--- src/v3alu_pkg.sv ---
// Shared types, constants and helpers for the three-component vector unit.
// No dependencies; every other file in src but v3alu_dly imports this package.
package v3alu_pkg;

   localparam int WORD_BITS     = 32;
   localparam int FRAC_BITS     = 16;
   localparam int TOL_BITS      = 31;
   localparam int PROD_BITS     = 2 * WORD_BITS;
   localparam int ACC_BITS      = 2 * WORD_BITS + 2;
   localparam int MAG_BITS      = WORD_BITS + 1;
   localparam int CSR_ADDR_BITS = 3;
   localparam int CSR_DATA_BITS = 32;
   localparam int SQRT_LAT      = WORD_BITS + 1;
   localparam int DIV_LAT       = WORD_BITS + 1;
   localparam int TOTAL_LAT     = 2 * WORD_BITS + 6;

   localparam logic [TOL_BITS-1:0] TOL_RESET     = TOL_BITS'(1);
   localparam logic [0:0]          CSR_TOL_INDEX = 1'b0;

   localparam logic [WORD_BITS-1:0] WORD_MAX = {1'b0, {(WORD_BITS-1){1'b1}}};
   localparam logic [WORD_BITS-1:0] WORD_MIN = {1'b1, {(WORD_BITS-1){1'b0}}};
   localparam logic signed [ACC_BITS-1:0] ROUND_HALF = ACC_BITS'(1) << (FRAC_BITS - 1);

   typedef enum logic [3:0] {
      OP_ADD   = 4'd0,
      OP_SUB   = 4'd1,
      OP_ADD_S = 4'd2,
      OP_SUB_S = 4'd3,
      OP_MUL_S = 4'd4,
      OP_DIV_S = 4'd5,
      OP_DOT   = 4'd6,
      OP_CROSS = 4'd7,
      OP_MAG   = 4'd8,
      OP_NORM  = 4'd9,
      OP_EQUAL = 4'd10
   } op_type;

   typedef enum logic [1:0] {
      ST_OK   = 2'd0,
      ST_SAT  = 2'd1,
      ST_DIVZ = 2'd2
   } status_type;

   typedef struct packed {
      logic [WORD_BITS-1:0] val;
      logic                 ov;
   } sat_type;

   // Item context that rides alongside the long arithmetic chains
   typedef struct packed {
      op_type                    op;
      logic [2:0][WORD_BITS-1:0] a;
      logic [WORD_BITS-1:0]      s;
      logic [2:0][WORD_BITS-1:0] vec;
      logic [WORD_BITS-1:0]      scal;
      logic                      eq;
      logic                      ov;
      logic                      mag_zero;
   } side_type;

   // Clamp a wide signed value to the word range
   function automatic sat_type sat_acc(input logic signed [ACC_BITS-1:0] v);
      sat_type res;
      res.ov  = 1'b0;
      res.val = v[WORD_BITS-1:0];
      if (v[ACC_BITS-1:WORD_BITS-1] != {(ACC_BITS-WORD_BITS+1){v[ACC_BITS-1]}}) begin
         res.ov  = 1'b1;
         res.val = v[ACC_BITS-1] ? WORD_MIN : WORD_MAX;
      end
      return res;
   endfunction

   function automatic logic signed [ACC_BITS-1:0] acc_ext(input logic signed [PROD_BITS-1:0] p);
      return {{(ACC_BITS-PROD_BITS){p[PROD_BITS-1]}}, p};
   endfunction

endpackage

--- src/v3alu_div.sv ---
// Pipelined fixed-point divider lane: |num| * 2^FRAC / den, rounded half away
// from zero, one quotient bit per stage, saturated output. Depends on v3alu_pkg.
module v3alu_div
   import v3alu_pkg::*;
(
   input  logic                 clock,
   input  logic                 reset,
   input  logic                 in_valid,
   input  logic [WORD_BITS-1:0] in_num,
   input  logic [MAG_BITS-1:0]  in_den,
   input  logic                 in_neg,
   output logic                 out_valid,
   output logic [WORD_BITS-1:0] out_val,
   output logic                 out_ov
);

   localparam int NUM_BITS = WORD_BITS + FRAC_BITS + 2;
   localparam int DEN_BITS = WORD_BITS + 2;

   logic                 valid_ff [WORD_BITS+1];
   logic [NUM_BITS-1:0]  rem_ff   [WORD_BITS+1];
   logic [DEN_BITS-1:0]  den_ff   [WORD_BITS+1];
   logic [WORD_BITS-1:0] quo_ff   [WORD_BITS+1];
   logic                 neg_ff   [WORD_BITS+1];
   logic                 big_ff   [WORD_BITS+1];

   logic [NUM_BITS-1:0]  num_in;
   logic [DEN_BITS-1:0]  den_in;
   logic                 big_in;

   // twice the numerator plus the divisor, over twice the divisor
   always_comb begin
      num_in = (NUM_BITS'(in_num) << (FRAC_BITS + 1)) + NUM_BITS'(in_den);
      den_in = {in_den, 1'b0};
      big_in = (num_in >> WORD_BITS) >= NUM_BITS'(den_in);
   end

   always_ff @(posedge clock) begin
      if (reset) begin
         valid_ff[0] <= 1'b0;
      end else begin
         valid_ff[0] <= in_valid;
      end
   end

   always_ff @(posedge clock) begin
      rem_ff[0] <= num_in;
      den_ff[0] <= den_in;
      quo_ff[0] <= '0;
      neg_ff[0] <= in_neg;
      big_ff[0] <= big_in;
   end

   for (genvar k = 1; k <= WORD_BITS; k++) begin : g_bit
      localparam int POS = WORD_BITS - k;
      logic                 take;
      logic [NUM_BITS-1:0]  rem_in;
      logic [WORD_BITS-1:0] quo_in;

      always_comb begin
         take   = (rem_ff[k-1] >> POS) >= NUM_BITS'(den_ff[k-1]);
         rem_in = rem_ff[k-1];
         quo_in = quo_ff[k-1];
         if (take) begin
            rem_in      = rem_ff[k-1] - (NUM_BITS'(den_ff[k-1]) << POS);
            quo_in[POS] = 1'b1;
         end
      end

      always_ff @(posedge clock) begin
         if (reset) begin
            valid_ff[k] <= 1'b0;
         end else begin
            valid_ff[k] <= valid_ff[k-1];
         end
      end

      always_ff @(posedge clock) begin
         rem_ff[k] <= rem_in;
         den_ff[k] <= den_ff[k-1];
         quo_ff[k] <= quo_in;
         neg_ff[k] <= neg_ff[k-1];
         big_ff[k] <= big_ff[k-1];
      end
   end

   // the negative range reaches one further than the positive
   always_comb begin
      out_ov  = 1'b0;
      out_val = neg_ff[WORD_BITS] ? (~quo_ff[WORD_BITS] + WORD_BITS'(1)) : quo_ff[WORD_BITS];
      if (big_ff[WORD_BITS]) begin
         out_ov  = 1'b1;
         out_val = neg_ff[WORD_BITS] ? WORD_MIN : WORD_MAX;
      end else if (!neg_ff[WORD_BITS] && quo_ff[WORD_BITS] > WORD_MAX) begin
         out_ov  = 1'b1;
         out_val = WORD_MAX;
      end else if (neg_ff[WORD_BITS] && quo_ff[WORD_BITS] > WORD_MIN) begin
         out_ov  = 1'b1;
         out_val = WORD_MIN;
      end
   end

   assign out_valid = valid_ff[WORD_BITS];

endmodule

--- config.mk ---
export PLATFORM = sky130hd
export DESIGN_NAME = v3alu_div
export DESIGN_NICKNAME = d
export VERILOG_FILES = /design/src/v3alu_pkg.sv /design/src/v3alu_div.sv
export SDC_FILE = /design/constraint.sdc
export NUM_CORES = 2
export LEC_CHECK = 0
export BUFFER_PORTS_ARGS = -buffer_cell sky130_fd_sc_hd__clkbuf_2
export CORE_MARGIN = 4
export CORE_UTILIZATION = 45
export CTS_CLUSTER_DIAMETER = 100
export CTS_CLUSTER_SIZE = 30
export DETAILED_ROUTE_END_ITERATION = 16
export PLACE_DENSITY = 0.59
export SYNTH_ARGS = -nofsm -noshare
export SYNTH_HDL_FRONTEND = slang
export SYNTH_SLANG_ARGS = --single-unit
--- constraint.sdc ---
create_clock -name clock -period 5.9 [get_ports clock]
set_input_delay 1.77 -clock clock [delete_from_list [all_inputs] [get_ports clock]]
set_output_delay 1.77 -clock clock [all_outputs]
set_load 0.02 [all_outputs]
# Word level (Yosys, flattened, before mapping)

Memory sizes are Yosys's and may differ from the RTL's.
Cells that the tools add are included.

RAM bits: 3927
Flip-flop bits (word level): 0
Memories: 6
Bits of input ports: 69

Memories:

| memory   | words | bits a word | rd ports | clocked after memory_dff | wr ports | RTL line        | text |
|---|---|---|---|---|---|---|---|
| rem_ff   | 33    | 50          | 32       | 0                        | 33       | v3alu_div.sv:21 | `logic [NUM_BITS-1:0] rem_ff [WORD_BITS+1];` |
| den_ff   | 33    | 34          | 32       | 0                        | 33       | v3alu_div.sv:22 | `logic [DEN_BITS-1:0] den_ff [WORD_BITS+1];` |
| quo_ff   | 33    | 32          | 33       | 0                        | 33       | v3alu_div.sv:23 | `logic [WORD_BITS-1:0] quo_ff [WORD_BITS+1];` |
| big_ff   | 33    | 1           | 33       | 0                        | 33       | v3alu_div.sv:25 | `logic big_ff [WORD_BITS+1];` |
| neg_ff   | 33    | 1           | 33       | 0                        | 33       | v3alu_div.sv:24 | `logic neg_ff [WORD_BITS+1];` |
| valid_ff | 33    | 1           | 33       | 0                        | 33       | v3alu_div.sv:20 | `logic valid_ff [WORD_BITS+1];` |

Reductions and logical operators: 3
Bitwise operators: 34
Order comparisons: 35
$add $sub $neg: 34
Mux-type cells: 108

Operators with widths:

| cell                                             | count |
|---|---|
| 50-bit 2-to-1 mux                                | 32 |
| 50-bit subtractor                                | 16 |
| 32-bit 2-to-1 mux                                | 5 |
| 1-bit 2-to-1 mux                                 | 71 |
| 49-bit by 33-bit adder with 50-bit output        | 1 |
| 50-bit by 34-bit >= comparator with 1-bit output | 1 |
| 50-bit by 34-bit subtractor with 50-bit output   | 1 |
| 50-bit by 35-bit subtractor with 50-bit output   | 1 |
| 50-bit by 36-bit subtractor with 50-bit output   | 1 |
| 50-bit by 37-bit subtractor with 50-bit output   | 1 |
| 50-bit by 38-bit subtractor with 50-bit output   | 1 |
| 50-bit by 39-bit subtractor with 50-bit output   | 1 |
| 50-bit by 40-bit subtractor with 50-bit output   | 1 |
| 50-bit by 41-bit subtractor with 50-bit output   | 1 |
| 50-bit by 42-bit subtractor with 50-bit output   | 1 |
| 50-bit by 43-bit subtractor with 50-bit output   | 1 |
| 50-bit by 44-bit subtractor with 50-bit output   | 1 |
| 50-bit by 45-bit subtractor with 50-bit output   | 1 |
| 50-bit by 46-bit subtractor with 50-bit output   | 1 |
| 50-bit by 47-bit subtractor with 50-bit output   | 1 |
| 50-bit by 48-bit subtractor with 50-bit output   | 1 |
| 50-bit by 49-bit subtractor with 50-bit output   | 1 |
| 49-bit by 34-bit >= comparator with 1-bit output | 1 |
| 48-bit by 34-bit >= comparator with 1-bit output | 1 |
| other kinds (37)                                 | 70 |

# Depth between registers and ports, before layout

An unclocked memory read counts as a cell.

Depth after elaboration: 7
Gate-level depth with buffers: 23
Mapped depth without buffers: 23

# Worst setup path before layout

OpenSTA, ideal clock, no wires.

Path type: input port to flip-flop
From: input in_num[0]
To: memory big_ff[0][0]
Data required time: 5.814 ns
Stages: 19
Slack: 0.533 ns
Data arrival time: 5.281 ns
Buffers on the path: 0
Cell sequence: ha_1 -> inv_1 -> fa_1 -> nor2b_1 -> o21ai_0 -> a21oi_1 -> o211ai_1 -> a21oi_1 -> o31ai_1 -> o2111ai_1 -> a21oi_1 -> nor2_1 -> nand4_1 -> xnor2_1 -> ha_1 -> nand4_1 -> or4_1 -> o21a_1 -> a211oi_1

RTL lines:

| what            | RTL line        | text |
|---|---|---|
| start, declared | v3alu_div.sv:9  | `input logic [WORD_BITS-1:0] in_num,` |
| end, declared   | v3alu_div.sv:25 |  |

==> results.ini <==
[global_routing]
grt_pass1_wl_mm=470.6
gr-total-overflow=0
antenna_found_initial=13
grt_use_total=0.2104
grt_max_degree=71
grt_pass1_vias=84302

[synth]
yosysSeqAreaShare=0.4742
synthesis.area_um2=120700
yosys_warnings=0
synthArstFlopShare=0
ys_seq_elements=2859
ys.flop_type=dfxtp_1
avgSynthCellArea_um2=9.554
syn_nets=13703
synth-edff-count=0
syn_inst=12633
synth.distinct_cells=102

[timing]
hold_viol_final=0
worst_pin_slew_ns=1.168
fin_setup_tns_ns=0
finalCritPeriodShare=0.9811
finalMaxSlewViolations=0
fmax_mhz=172.8
fin_crit_ns=5.788
relSlewSlack=0.2194
hold_ws_ns=0.3237
finalSetupViolations=0
layout_setup_ws_ns=0.1117
skew_ns=0.04259
rsz0062_at_grt=true

[pwr]
power_density_nw_per_um2=474.9
irDropWorstVdd_mv=0.2739
leakagePower_uw=0.05842

[cts]
cts_buffer_depth=3
cts_buffers=120
htree_levels=3
clkTransAtPathRegs_ns=0.11
cts_sinks=2859
clk_root_buffer_cell=clkbuf_16
insertion_delay_ns=0.83
tritoncts=done

[placed_design]
routabilityCongestion=0.8978
port_buffers=102
placed_area_um2=125300
dp_hpwl_mm=240.6
dpl_worst_slack_ns=-0.1197

[layout]
fillers=24831
final_common_cell=dfxtp_1
layout-drive-gt1-share=0.06226
layout_common_cells=dfxtp_1 (2855), inv_1 (1197), nand2_1 (974), ha_1 (968), a21oi_1 (891)
final_area_um2=129500
area_delta_synth_final_pct=7.272
fin_nets=13746

[worst_setup_path]
cp-start-kind=register
critPathMaxFanout=7
cp.required_ns=4.13
cp.arrival_ns=4.02
cp-end-kind=output pin
critPathKind=register to output pin

[detailed_routing]
wl_mm=301.0
vias=86310
ant_nets=0
drc=0
dr.pass1.iters=6
avgViaCountPerCell=5.302
drtIter0Drc=6384
post_drt_wl_per_cell_um=18.49

[floorplan]
placementRows=189
core_um2=266000
die_area_um2=276600
io_pins=103
start_util=0.4537
die_h_um=525.9
die_x_um=525.9

[status]
status=complete, no violations

[job]
max-cap-violations=0

[min_path]
worst_hold_path_type=register to register

[routing by layer]
metal / share of wire / up-vias / track usage / routed length (um)
met3: 0.040 / 340 / 0.02316 / 12160
met4: 0.022 / 0 / 0.04454 / 6704
met5: 0 / - / 0 / 0
li1: - / 43465 / - / -
met1: 0.46 / 40758 / 0.2840 / 139700
met2: 0.47 / 1747 / 0.3629 / 142400
[synthesized netlist by cell type, types with 50 or more instances]
cell type     n  area [um2]
clkbuf_1    212       795.8
xnor2_1     511        4476
a21oi_1     908        4544
ha_1        969       12120
o21a_1      115       863.3
o21ai_0     874        4374
nor2b_1     174        1089
nand2b_1    151       944.7
or2_2        50       312.8
o21bai_1    112       840.8
a211oi_1     93       698.2
nand3_1     182       910.9
inv_1      1197        4493
a21o_1      496        3724
nor2_1      680        2552
and3_1       83       519.3
nand2_1     976        3664
a31oi_1     100       625.6
o31ai_1      83       623.1
mux2_2      233        2624
nand4_1     138       863.3
nor4_1      104       650.6
nor3_1      151       755.7
or3_1        61       381.6
xor2_1      406        3556
dfxtp_1    2859       57230
[kinds of logic after synthesis]
family | count (synthesis) | synth area share
adders and majority gates | 1001 | 0.1058
xor gates and xnor gates | 917 | 0.06654
DFF | 2859 | 0.4742
and+or+nand+nor | 2936 | 0.1169
AOI/OAI and AO/OA | 3167 | 0.1627
muxes | 292 | 0.02772
buffers and inverters | 1461 | 0.04616
[worst max-delay path, stage by stage (launching register included)]
cell and delay [ns]:
dfxtp_2 0.35, or4_4 0.55, or4_4 0.47, or4_4 0.49, or3_4 0.45, or4b_4 0.53
a21oi_2 0.16, a21oi_2 0.07, buf_6 0.15
[layout make-up]
cell class | count | area (um2) | share of cell area
Clock buffer | 130 | 3102 | 0.02396
Multi-Input combinational cell | 8315 | 58320 | 0.4505
Tap cell | 3533 | 4420 | 0.03414
Timing Repair Buffer | 180 | 1175 | 0.009074
Inverter | 1200 | 4504 | 0.03479
Antenna cell | 8 | 20.02 | 0.0001546
Sequential cell | 2859 | 57240 | 0.4421
Clock inverter | 53 | 683.2 | 0.005276
[where the power goes]
part | switching (uW) | internal (uW)
combinational | 14500 | 10800
sequential | 2800 | 23100
clock | 6270 | 4040
[what timing repair did]
item	4_1_cts	5_1_grt
buffers inserted	2	8
pin swaps	1	15
endpoints found under the setup margin	28	29
resized for setup	10	83
hold buffers	0	0
gates cloned	0	2
[metrics by stage]
step                      cells    util  power (uW)
after global routing      16274  0.4866       65940
after global placement    16075  0.4710       50950
final                     16278  0.4867       61490
after detailed placement  16075  0.4710       51260
after floorplan           12633       -       44360
after CTS                 16260  0.4854       61770
[worst paths after layout]
| path | start | end | slack, ns | cells past startpoint |
|---|---|---|---|---|
| worst max register to register | rem_ff[0][1306] | rem_ff[0][1391] | 1.19 | 17 |
| worst min-delay path | rem_ff[0][471] | rem_ff[0][521] | 0.32 | 0 |
| worst min register to register | rem_ff[0][471] | rem_ff[0][521] | 0.32 | 0 |
| worst max-delay path | quo_ff[0][1025] | out_val[23] | 0.11 | 8 |
[flip-flops by register name, summed over array words and instances (netlist names)]
| signal | cells |
|---|---|
| big_ff | 33 |
| den_ff | 632 |
| neg_ff | 33 |
| quo_ff | 528 |
| rem_ff | 1600 |
| valid_ff | 33 |
(Power assumes the default switching activity.)
