==> config.mk <==
export PLATFORM = sky130hd
export DESIGN_NAME = v3alu_sqrt
export DESIGN_NICKNAME = d
export VERILOG_FILES = /design/src/v3alu_pkg.sv /design/src/v3alu_sqrt.sv
export SDC_FILE = /design/constraint.sdc
export NUM_CORES = 2
export LEC_CHECK = 0
export BUFFER_PORTS_ARGS = -buffer_cell sky130_fd_sc_hd__clkbuf_2
export CORE_MARGIN = 2
export CORE_UTILIZATION = 54
export CTS_BUF_LIST = sky130_fd_sc_hd__clkbuf_2 sky130_fd_sc_hd__clkbuf_4 sky130_fd_sc_hd__clkbuf_8
export DETAILED_ROUTE_END_ITERATION = 10
export GPL_TIMING_DRIVEN = 0
export PLACE_DENSITY = 0.81
export SYNTH_ARGS = -nofsm -noshare
export SYNTH_HDL_FRONTEND = slang
export SYNTH_SLANG_ARGS = --single-unit
==> constraint.sdc <==
create_clock -name clock -period 4.34 [get_ports clock]
set_input_delay 0.651 -clock clock [delete_from_list [all_inputs] [get_ports clock]]
set_output_delay 0.651 -clock clock [all_outputs]
set_load 0.01 [all_outputs]
==> src/v3alu_pkg.sv <==
// Shared types, constants and helpers for the three-component vector unit.
// No dependencies; every other file in src but v3alu_dly imports this package.
package v3alu_pkg;

   localparam int WORD_BITS     = 32;
   localparam int FRAC_BITS     = 16;
   localparam int TOL_BITS      = 31;
   localparam int PROD_BITS     = 2 * WORD_BITS;
   localparam int ACC_BITS      = 2 * WORD_BITS + 2;
   localparam int MAG_BITS      = WORD_BITS + 1;
   localparam int CSR_ADDR_BITS = 3;
   localparam int CSR_DATA_BITS = 32;
   localparam int SQRT_LAT      = WORD_BITS + 1;
   localparam int DIV_LAT       = WORD_BITS + 1;
   localparam int TOTAL_LAT     = 2 * WORD_BITS + 6;

   localparam logic [TOL_BITS-1:0] TOL_RESET     = TOL_BITS'(1);
   localparam logic [0:0]          CSR_TOL_INDEX = 1'b0;

   localparam logic [WORD_BITS-1:0] WORD_MAX = {1'b0, {(WORD_BITS-1){1'b1}}};
   localparam logic [WORD_BITS-1:0] WORD_MIN = {1'b1, {(WORD_BITS-1){1'b0}}};
   localparam logic signed [ACC_BITS-1:0] ROUND_HALF = ACC_BITS'(1) << (FRAC_BITS - 1);

   typedef enum logic [3:0] {
      OP_ADD   = 4'd0,
      OP_SUB   = 4'd1,
      OP_ADD_S = 4'd2,
      OP_SUB_S = 4'd3,
      OP_MUL_S = 4'd4,
      OP_DIV_S = 4'd5,
      OP_DOT   = 4'd6,
      OP_CROSS = 4'd7,
      OP_MAG   = 4'd8,
      OP_NORM  = 4'd9,
      OP_EQUAL = 4'd10
   } op_type;

   typedef enum logic [1:0] {
      ST_OK   = 2'd0,
      ST_SAT  = 2'd1,
      ST_DIVZ = 2'd2
   } status_type;

   typedef struct packed {
      logic [WORD_BITS-1:0] val;
      logic                 ov;
   } sat_type;

   // Item context that rides alongside the long arithmetic chains
   typedef struct packed {
      op_type                    op;
      logic [2:0][WORD_BITS-1:0] a;
      logic [WORD_BITS-1:0]      s;
      logic [2:0][WORD_BITS-1:0] vec;
      logic [WORD_BITS-1:0]      scal;
      logic                      eq;
      logic                      ov;
      logic                      mag_zero;
   } side_type;

   // Clamp a wide signed value to the word range
   function automatic sat_type sat_acc(input logic signed [ACC_BITS-1:0] v);
      sat_type res;
      res.ov  = 1'b0;
      res.val = v[WORD_BITS-1:0];
      if (v[ACC_BITS-1:WORD_BITS-1] != {(ACC_BITS-WORD_BITS+1){v[ACC_BITS-1]}}) begin
         res.ov  = 1'b1;
         res.val = v[ACC_BITS-1] ? WORD_MIN : WORD_MAX;
      end
      return res;
   endfunction

   function automatic logic signed [ACC_BITS-1:0] acc_ext(input logic signed [PROD_BITS-1:0] p);
      return {{(ACC_BITS-PROD_BITS){p[PROD_BITS-1]}}, p};
   endfunction

endpackage

==> src/v3alu_sqrt.sv <==
// Pipelined integer square root, one result bit per stage, rounded to nearest.
// Depends on v3alu_pkg.
module v3alu_sqrt
   import v3alu_pkg::*;
(
   input  logic                 clock,
   input  logic                 reset,
   input  logic                 in_valid,
   input  logic [PROD_BITS-1:0] in_rad,
   output logic                 out_valid,
   output logic [MAG_BITS-1:0]  out_root
);

   localparam int STEPS    = WORD_BITS;
   localparam int REM_BITS = WORD_BITS + 3;

   logic                 valid_ff [STEPS+1];
   logic [PROD_BITS-1:0] rad_ff   [STEPS+1];
   logic [REM_BITS-1:0]  rem_ff   [STEPS+1];
   logic [WORD_BITS-1:0] root_ff  [STEPS+1];
   logic                 out_valid_ff;
   logic [MAG_BITS-1:0]  out_root_ff;

   // index 0 is the unregistered entry point
   assign valid_ff[0] = in_valid;
   assign rad_ff[0]   = in_rad;
   assign rem_ff[0]   = '0;
   assign root_ff[0]  = '0;

   for (genvar k = 0; k < STEPS; k++) begin : g_step
      localparam int POS = STEPS - 1 - k;
      logic [REM_BITS-1:0]  rem_sh, trial, rem_in;
      logic [WORD_BITS-1:0] root_in;

      always_comb begin
         rem_sh = {rem_ff[k][REM_BITS-3:0], rad_ff[k][2*POS+1 -: 2]};
         trial  = {1'b0, root_ff[k], 2'b01};
         if (rem_sh >= trial) begin
            rem_in  = rem_sh - trial;
            root_in = {root_ff[k][WORD_BITS-2:0], 1'b1};
         end else begin
            rem_in  = rem_sh;
            root_in = {root_ff[k][WORD_BITS-2:0], 1'b0};
         end
      end

      always_ff @(posedge clock) begin
         if (reset) begin
            valid_ff[k+1] <= 1'b0;
         end else begin
            valid_ff[k+1] <= valid_ff[k];
         end
      end

      always_ff @(posedge clock) begin
         rad_ff[k+1]  <= rad_ff[k];
         rem_ff[k+1]  <= rem_in;
         root_ff[k+1] <= root_in;
      end
   end

   // round up when the leftover exceeds the floor root
   always_ff @(posedge clock) begin
      if (reset) begin
         out_valid_ff <= 1'b0;
      end else begin
         out_valid_ff <= valid_ff[STEPS];
      end
   end

   always_ff @(posedge clock) begin
      if (rem_ff[STEPS] > REM_BITS'(root_ff[STEPS])) begin
         out_root_ff <= MAG_BITS'(root_ff[STEPS]) + MAG_BITS'(1);
      end else begin
         out_root_ff <= MAG_BITS'(root_ff[STEPS]);
      end
   end

   assign out_valid = out_valid_ff;
   assign out_root  = out_root_ff;

endmodule

# Yosys cells after proc, flatten, opt, wreduce, memory -nomap -nowiden

Cells that the tools add are included.

ROM bits: 0
Latch bits: 0
Memory bits (writable): 0
Word-level logic and storage cells: 262
Bits in registers: 2,614
Memories kept: 0
Output and inout port bits: 34

Multipliers: 0
Divide/modulo/power cells: 0
Equality and inequality tests: 0
Order comparisons: 33
Shift-type cells: 0
Bitwise logic cells: 0
Multiplexer cells: 65
Reduce and logical (&&, ||, !) cells: 0
Add/subtract/negate cells: 33

Operators by type and width:

| operator                                                       | count |
|---|---|
| 33-bit two-way mux                                             | 30 |
| 35-bit by 10-bit greater-or-equal comparator with 1-bit output | 1 |
| 35-bit by 11-bit greater-or-equal comparator with 1-bit output | 1 |
| 35-bit by 12-bit greater-or-equal comparator with 1-bit output | 1 |
| 35-bit by 13-bit greater-or-equal comparator with 1-bit output | 1 |
| 35-bit by 14-bit greater-or-equal comparator with 1-bit output | 1 |
| 35-bit by 15-bit greater-or-equal comparator with 1-bit output | 1 |
| 35-bit by 16-bit greater-or-equal comparator with 1-bit output | 1 |
| 35-bit by 17-bit greater-or-equal comparator with 1-bit output | 1 |
| 35-bit by 18-bit greater-or-equal comparator with 1-bit output | 1 |
| 35-bit by 19-bit greater-or-equal comparator with 1-bit output | 1 |
| 35-bit by 20-bit greater-or-equal comparator with 1-bit output | 1 |
| 35-bit by 21-bit greater-or-equal comparator with 1-bit output | 1 |
| 35-bit by 22-bit greater-or-equal comparator with 1-bit output | 1 |
| 35-bit by 23-bit greater-or-equal comparator with 1-bit output | 1 |
| 35-bit by 24-bit greater-or-equal comparator with 1-bit output | 1 |
| 35-bit by 25-bit greater-or-equal comparator with 1-bit output | 1 |
| 35-bit by 26-bit greater-or-equal comparator with 1-bit output | 1 |
| 35-bit by 27-bit greater-or-equal comparator with 1-bit output | 1 |
| 35-bit by 28-bit greater-or-equal comparator with 1-bit output | 1 |
| 35-bit by 29-bit greater-or-equal comparator with 1-bit output | 1 |
| 35-bit by 3-bit greater-or-equal comparator with 1-bit output  | 1 |
| 35-bit by 30-bit greater-or-equal comparator with 1-bit output | 1 |
| 35-bit by 31-bit greater-or-equal comparator with 1-bit output | 1 |
| 47 further kinds                                               | 78 |

# Longest topological paths before layout

Depth in word-level cells: 2
Mapped depth: 15
Mapped depth without buffers: 13

# Worst setup path before layout

Ideal clock, no wire load.

Kind: reg2reg
From: register root_ff, in the netlist g_step[18].trial[8]
To: register rem_ff, in the netlist g_step[19].rem_sh[21]
Buffers on the path: 3
Data required time: 4.265 ns
Period minus slack after synthesis: 3.400 ns
Data arrival time: 3.325 ns
Setup slack: 0.940 ns
Stages on the path, launching flop included: 16
Path through: dfxtp_1 inv_1 ha_1 a21o_1 a21o_1 a21o_1 a211o_1 a41oi_1 o21ai_0 a221oi_1 o31a_1 buf_2 clkbuf_1 clkbuf_1 nand2_1 o21ai_0

Longest elaborated chain between the ends: 2

RTL lines:

| item                                                                                                                                    | line                               | RTL |
|---|---|---|
| from (decl)                                                                                                                             | v3alu_sqrt.sv:20                   | `logic [WORD_BITS-1:0] root_ff [STEPS+1];` |
| from (signal, indexed assignment)                                                                                                       | v3alu_sqrt.sv:58                   | `root_ff[k+1] <= root_in;` |
| 33-bit by 20-bit subtractor with 33-bit output / 35-bit by 20-bit greater-or-equal comparator with 1-bit output (equally long branches) | v3alu_sqrt.sv:39, v3alu_sqrt.sv:38 |  |
| 33-bit two-way mux *                                                                                                                    | v3alu_sqrt.sv:38                   | `if (rem_sh >= trial) begin` |
| named net g_step[18].rem_in[19]                                                                                                         | v3alu_sqrt.sv:32                   | `logic [REM_BITS-1:0] rem_sh, trial, rem_in;` |
| to (signal, indexed assignment)                                                                                                         | v3alu_sqrt.sv:57                   | `rem_ff[k+1] <= rem_in;` |
| to (decl)                                                                                                                               | v3alu_sqrt.sv:19                   | `logic [REM_BITS-1:0] rem_ff [STEPS+1];` |

The timed path passes the listed nets; every way through them passes the cells marked *.
A chain may end at the register's enable or synchronous reset.

# Final worst setup path

From: register root_ff, in the netlist g_step[21].trial[2]
To: register rem_ff, in the netlist g_step[22].rem_sh[14]

Longest elaborated chain between the ends: 2

RTL lines:

| item                                                                                                                                    | line |
|---|---|
| 33-bit by 23-bit subtractor with 33-bit output / 35-bit by 23-bit greater-or-equal comparator with 1-bit output (equally long branches) | v3alu_sqrt.sv:39, v3alu_sqrt.sv:38 |
| 33-bit two-way mux *                                                                                                                    | v3alu_sqrt.sv:38 |
| named net g_step[21].rem_in[12]                                                                                                         | v3alu_sqrt.sv:32 |

Marks and branches as above.

==> flow_metrics.env <==
export IMPL_status="completed"
export IMPL_synth_edf_count=0
export IMPL_fin_skew_ns=0.0695
export IMPL_leakagePower_nw=51.8
export IMPL_yosys_area_share_simple_pct=12.6
export IMPL_die_h_um=424
export IMPL_min_from="in_rad[46]"
export IMPL_grt_max_degree=20
export IMPL_cp_arrival_ns=4.97
export IMPL_routed_wl_um=205000
export IMPL_antenna_found_initial=7
export IMPL_required_ns=5.22
export IMPL_r2r_end="g_step[22].rem_sh[14]"
export IMPL_start_util_pct=54.2
export IMPL_grt_first_pass_wirelength_um=332000
export IMPL_async_flop_share_pct=0
export IMPL_die_area_sq_um=180000
export IMPL_placed_area_sq_um=98800
export IMPL_layout_nets=10601
export IMPL_register_area_sq_um=52000
export IMPL_syn_area_per_cell_sq_um=10.2
export IMPL_fillers=14007
export IMPL_viasPerCell=5.34
export IMPL_synth_compound_area_share_pct=12.3
export IMPL_dp_hpwl_um=153000
export IMPL_hold_depth=2
export IMPL_hold_path_class="input port to flip-flop"
export IMPL_post_drt_wl_per_cell_um=16.3
export IMPL_power_mw=64.1
export IMPL_route_met2_wl_um=101000
export IMPL_worstSetupEndpointType="flip-flop"
export IMPL_drtIter0Drc=4063
export IMPL_die_width_um=424
export IMPL_utilization_pct=61.5
export IMPL_synth_top_family_by_area="simple AND/OR/NAND/NOR gates"
export IMPL_multi_input_area_sq_um=40100
export IMPL_cts_made_buffers=396
export IMPL_htree_levels=5
export IMPL_rrSetupSlack_ns=0.26
export IMPL_portBuffers=100
export IMPL_gp_congestion=0.967
export IMPL_synth_main_ff_cell="dfxtp_1"
export IMPL_fin_area_sq_um=108000
export IMPL_critPathLaunch="g_step[21].trial[2]"
export IMPL_crit_type="flip-flop to flip-flop"
export IMPL_synth_warnings=0
export IMPL_top_layer_used="met5"
export IMPL_hold_violations=0
export IMPL_place_inst=11812
export IMPL_power_density_nw_per_um2=593
export IMPL_grt_use_total_pct=22.3
export IMPL_syn_nets=10035
export IMPL_hold_end="rad_ff[2030]"
export IMPL_ant_nets=0
export IMPL_synthMuxAreaShare_pct=1.07
export IMPL_core_area_sq_um=176000
export IMPL_area_delta_synth_final_pct=13.3
export IMPL_critPathMaxFanout=10
export IMPL_worstReg2RegStart="g_step[21].trial[2]"
export IMPL_ir_drop_uv=469
export IMPL_rows=154
export IMPL_slew_violations=0
export IMPL_grt_setup_unrepaired="no"
export IMPL_synth_xor_area_share_pct=8.19
export IMPL_path_clk_slew_ns=0.07
export IMPL_ys_seq_area_share_pct=54.5
export IMPL_grt_overflow=0
export IMPL_tns_ns=0
export IMPL_tightest_slew_ns=1.18
export IMPL_syn_area_sq_um=95400
export IMPL_route_vias_total=66992
export IMPL_netlist_instances=9372
export IMPL_cp_start_kind="flip-flop"
export IMPL_m1WireLength_um=86300
export IMPL_met3_length_um=10000
export IMPL_ys_seq_elements=2596
export IMPL_max_freq_ghz=0.245
export IMPL_layout_drive_gt1_share_pct=9.43
export IMPL_timing_final_crit_share_pct=94.1
export IMPL_synth_fa_ha_area_share_pct=7.82
export IMPL_cts_root_buf="clkbuf_8"
export IMPL_drv_cap=0
export IMPL_tritoncts="done"
export IMPL_clkSinkCount=2596
export IMPL_max_slew_margin_pct=20.9
export IMPL_rr_worst_depth=13
export IMPL_io_pins=101
export IMPL_grt_pass1_vias=67101
export IMPL_firstDrtPassIters=6
export IMPL_ys_types=87
export IMPL_final_cells=12557
export IMPL_drc_errors=0
export IMPL_min_period_ns=4.08
export IMPL_setup_viol=0
export IMPL_max_clock_path_buffers=4
export IMPL_clk_latency_ns=1.07
-- through the flow --
step	worst slack, ns	hold WS, ns
after floorplan	0.940	0.310
after global placement	-0.576	0.310
after detailed placement	-0.700	0.312
after CTS	0.0697	0.102
after global routing	0.00634	0.157
final	0.257	0.208
-- layout make-up --
class                      count  area share, %
multi-input combinational   5885           37.1
sequential                  2596           48.1
clock inverter                86          0.988
buffer                       175          0.640
tap                         2340           2.71
antenna                        4        0.00926
clock buffer                 587           6.88
timing repair buffer         171           1.11
inverter                     713           2.48
-- state kept, by name (all words and copies together), names as in the netlist --
name,count
g_step.trial,496
rad_ff,930
out_root,33
valid_ff,32
rem_ff,35
root_ff,32
g_step.rem_sh,1037
out_valid,1
-- cells by family (layout without fill, tap and decap cells) --
logic type / count (synthesis) / count (layout)
DFF: 2596 / 2596
and+or+nand+nor: 2415 / 2415
AOI/OAI and AO/OA: 1889 / 1889
xor gates and xnor gates: 892 / 892
buffers and inverters: 891 / 1732
adders and majority gates: 596 / 596
muxes: 92 / 92
other: 1 / 5
-- worst max-delay path: stages, from the launching register on --
cell	delay (ns)
dfxtp_1	0.33
inv_1	0.05
ha_1	0.32
o21ai_0	0.16
a22oi_1	0.29
a21oi_1	0.14
o211ai_1	0.43
a21oi_1	0.24
nor2_1	0.23
a21boi_1	0.22
inv_2	0.28
clkbuf_1	0.48
clkbuf_1	0.48
a21oi_1	0.24
-- how the worst max path moves through the flow --
stage	slack, ns	to
floorplan	0.94	g_step[19].rem_sh[21]
detailed placement	-0.70	g_step[28].rem_sh[30]
global placement	-0.58	g_step[28].rem_sh[30]
global route	0.006	g_step[19].rem_sh[10]
finish	0.26	g_step[22].rem_sh[14]
CTS	0.07	g_step[28].rem_sh[30]
-- Yosys cell counts, types with 14 or more instances --
master    instances  area, sq um
a211o_1          18          158
a211oi_1         36          270
a21boi_0         20          150
a21o_1          282         2120
a21oi_1         596         2980
a31oi_1          59          369
and2_1           43          269
and3_1           66          413
and4_1           21          184
clkbuf_1        160          601
dfxtp_1        2596        52000
ha_1            596         7460
inv_1           708         2660
mux2_2           78          878
mux2i_1          14          140
nand2_1         615         2310
nand2b_1        125          782
nand3_1         136          681
nand3b_1         31          233
nand4_1          96          601
nor2_1          568         2130
nor2b_1         120          751
nor3_1          222         1110
nor4_1          132          826
o211ai_1         33          248
o21a_1           94          706
o21ai_0         476         2380
o21bai_1         55          413
o31ai_1          47          353
or2_2            41          257
or3_1            84          526
or4_1            54          405
xnor2_1         455         3990
xor2_1          437         3830
-- timing repair --
action / in CTS / in global routing
pin swaps: 1 / 2
endpoints found under the setup margin: 96 / 208
buffers inserted: 0 / 4
hold buffers: 67 / 0
gates resized for setup: 11 / 34
hold endpoints to repair: 69 / 0
-- report_power, final --
group,switching (mW),internal (mW),total [mW]
logic,6.68,5.25,11.9
clock network,8.84,12.3,21.1
registers,3.03,28.0,31.0
-- layer usage --
| layer | GRT usage [%] | vias to the layer above |
|---|---|---|
| met5 | 0 | - |
| met4 | 9.41 | 6 |
| met3 | 3.68 | 542 |
| met2 | 39.6 | 1826 |
| met1 | 26.6 | 31337 |
| li1 | - | 33281 |
-- layout by cell type (no fill, tap or decap), types with 47 or more instances in the layout --
cell	n
dfxtp_1	2596
inv_1	708
nand2_1	615
a21oi_1	596
ha_1	596
nor2_1	568
clkbuf_8	485
o21ai_0	474
xnor2_1	455
xor2_1	437
a21o_1	282
nor3_1	222
clkbuf_1	140
nand3_1	136
nor4_1	132
nand2b_1	125
nor2b_1	120
clkbuf_2	117
clkbuf_4	102
nand4_1	96
o21a_1	94
or3_1	84
mux2_2	78
dlygate4sd3_1	67
and3_1	66
a31oi_1	59
o21bai_1	55
or4_1	54
clkinv_2	48
o31ai_1	47
(Power assumes the default switching activity.)
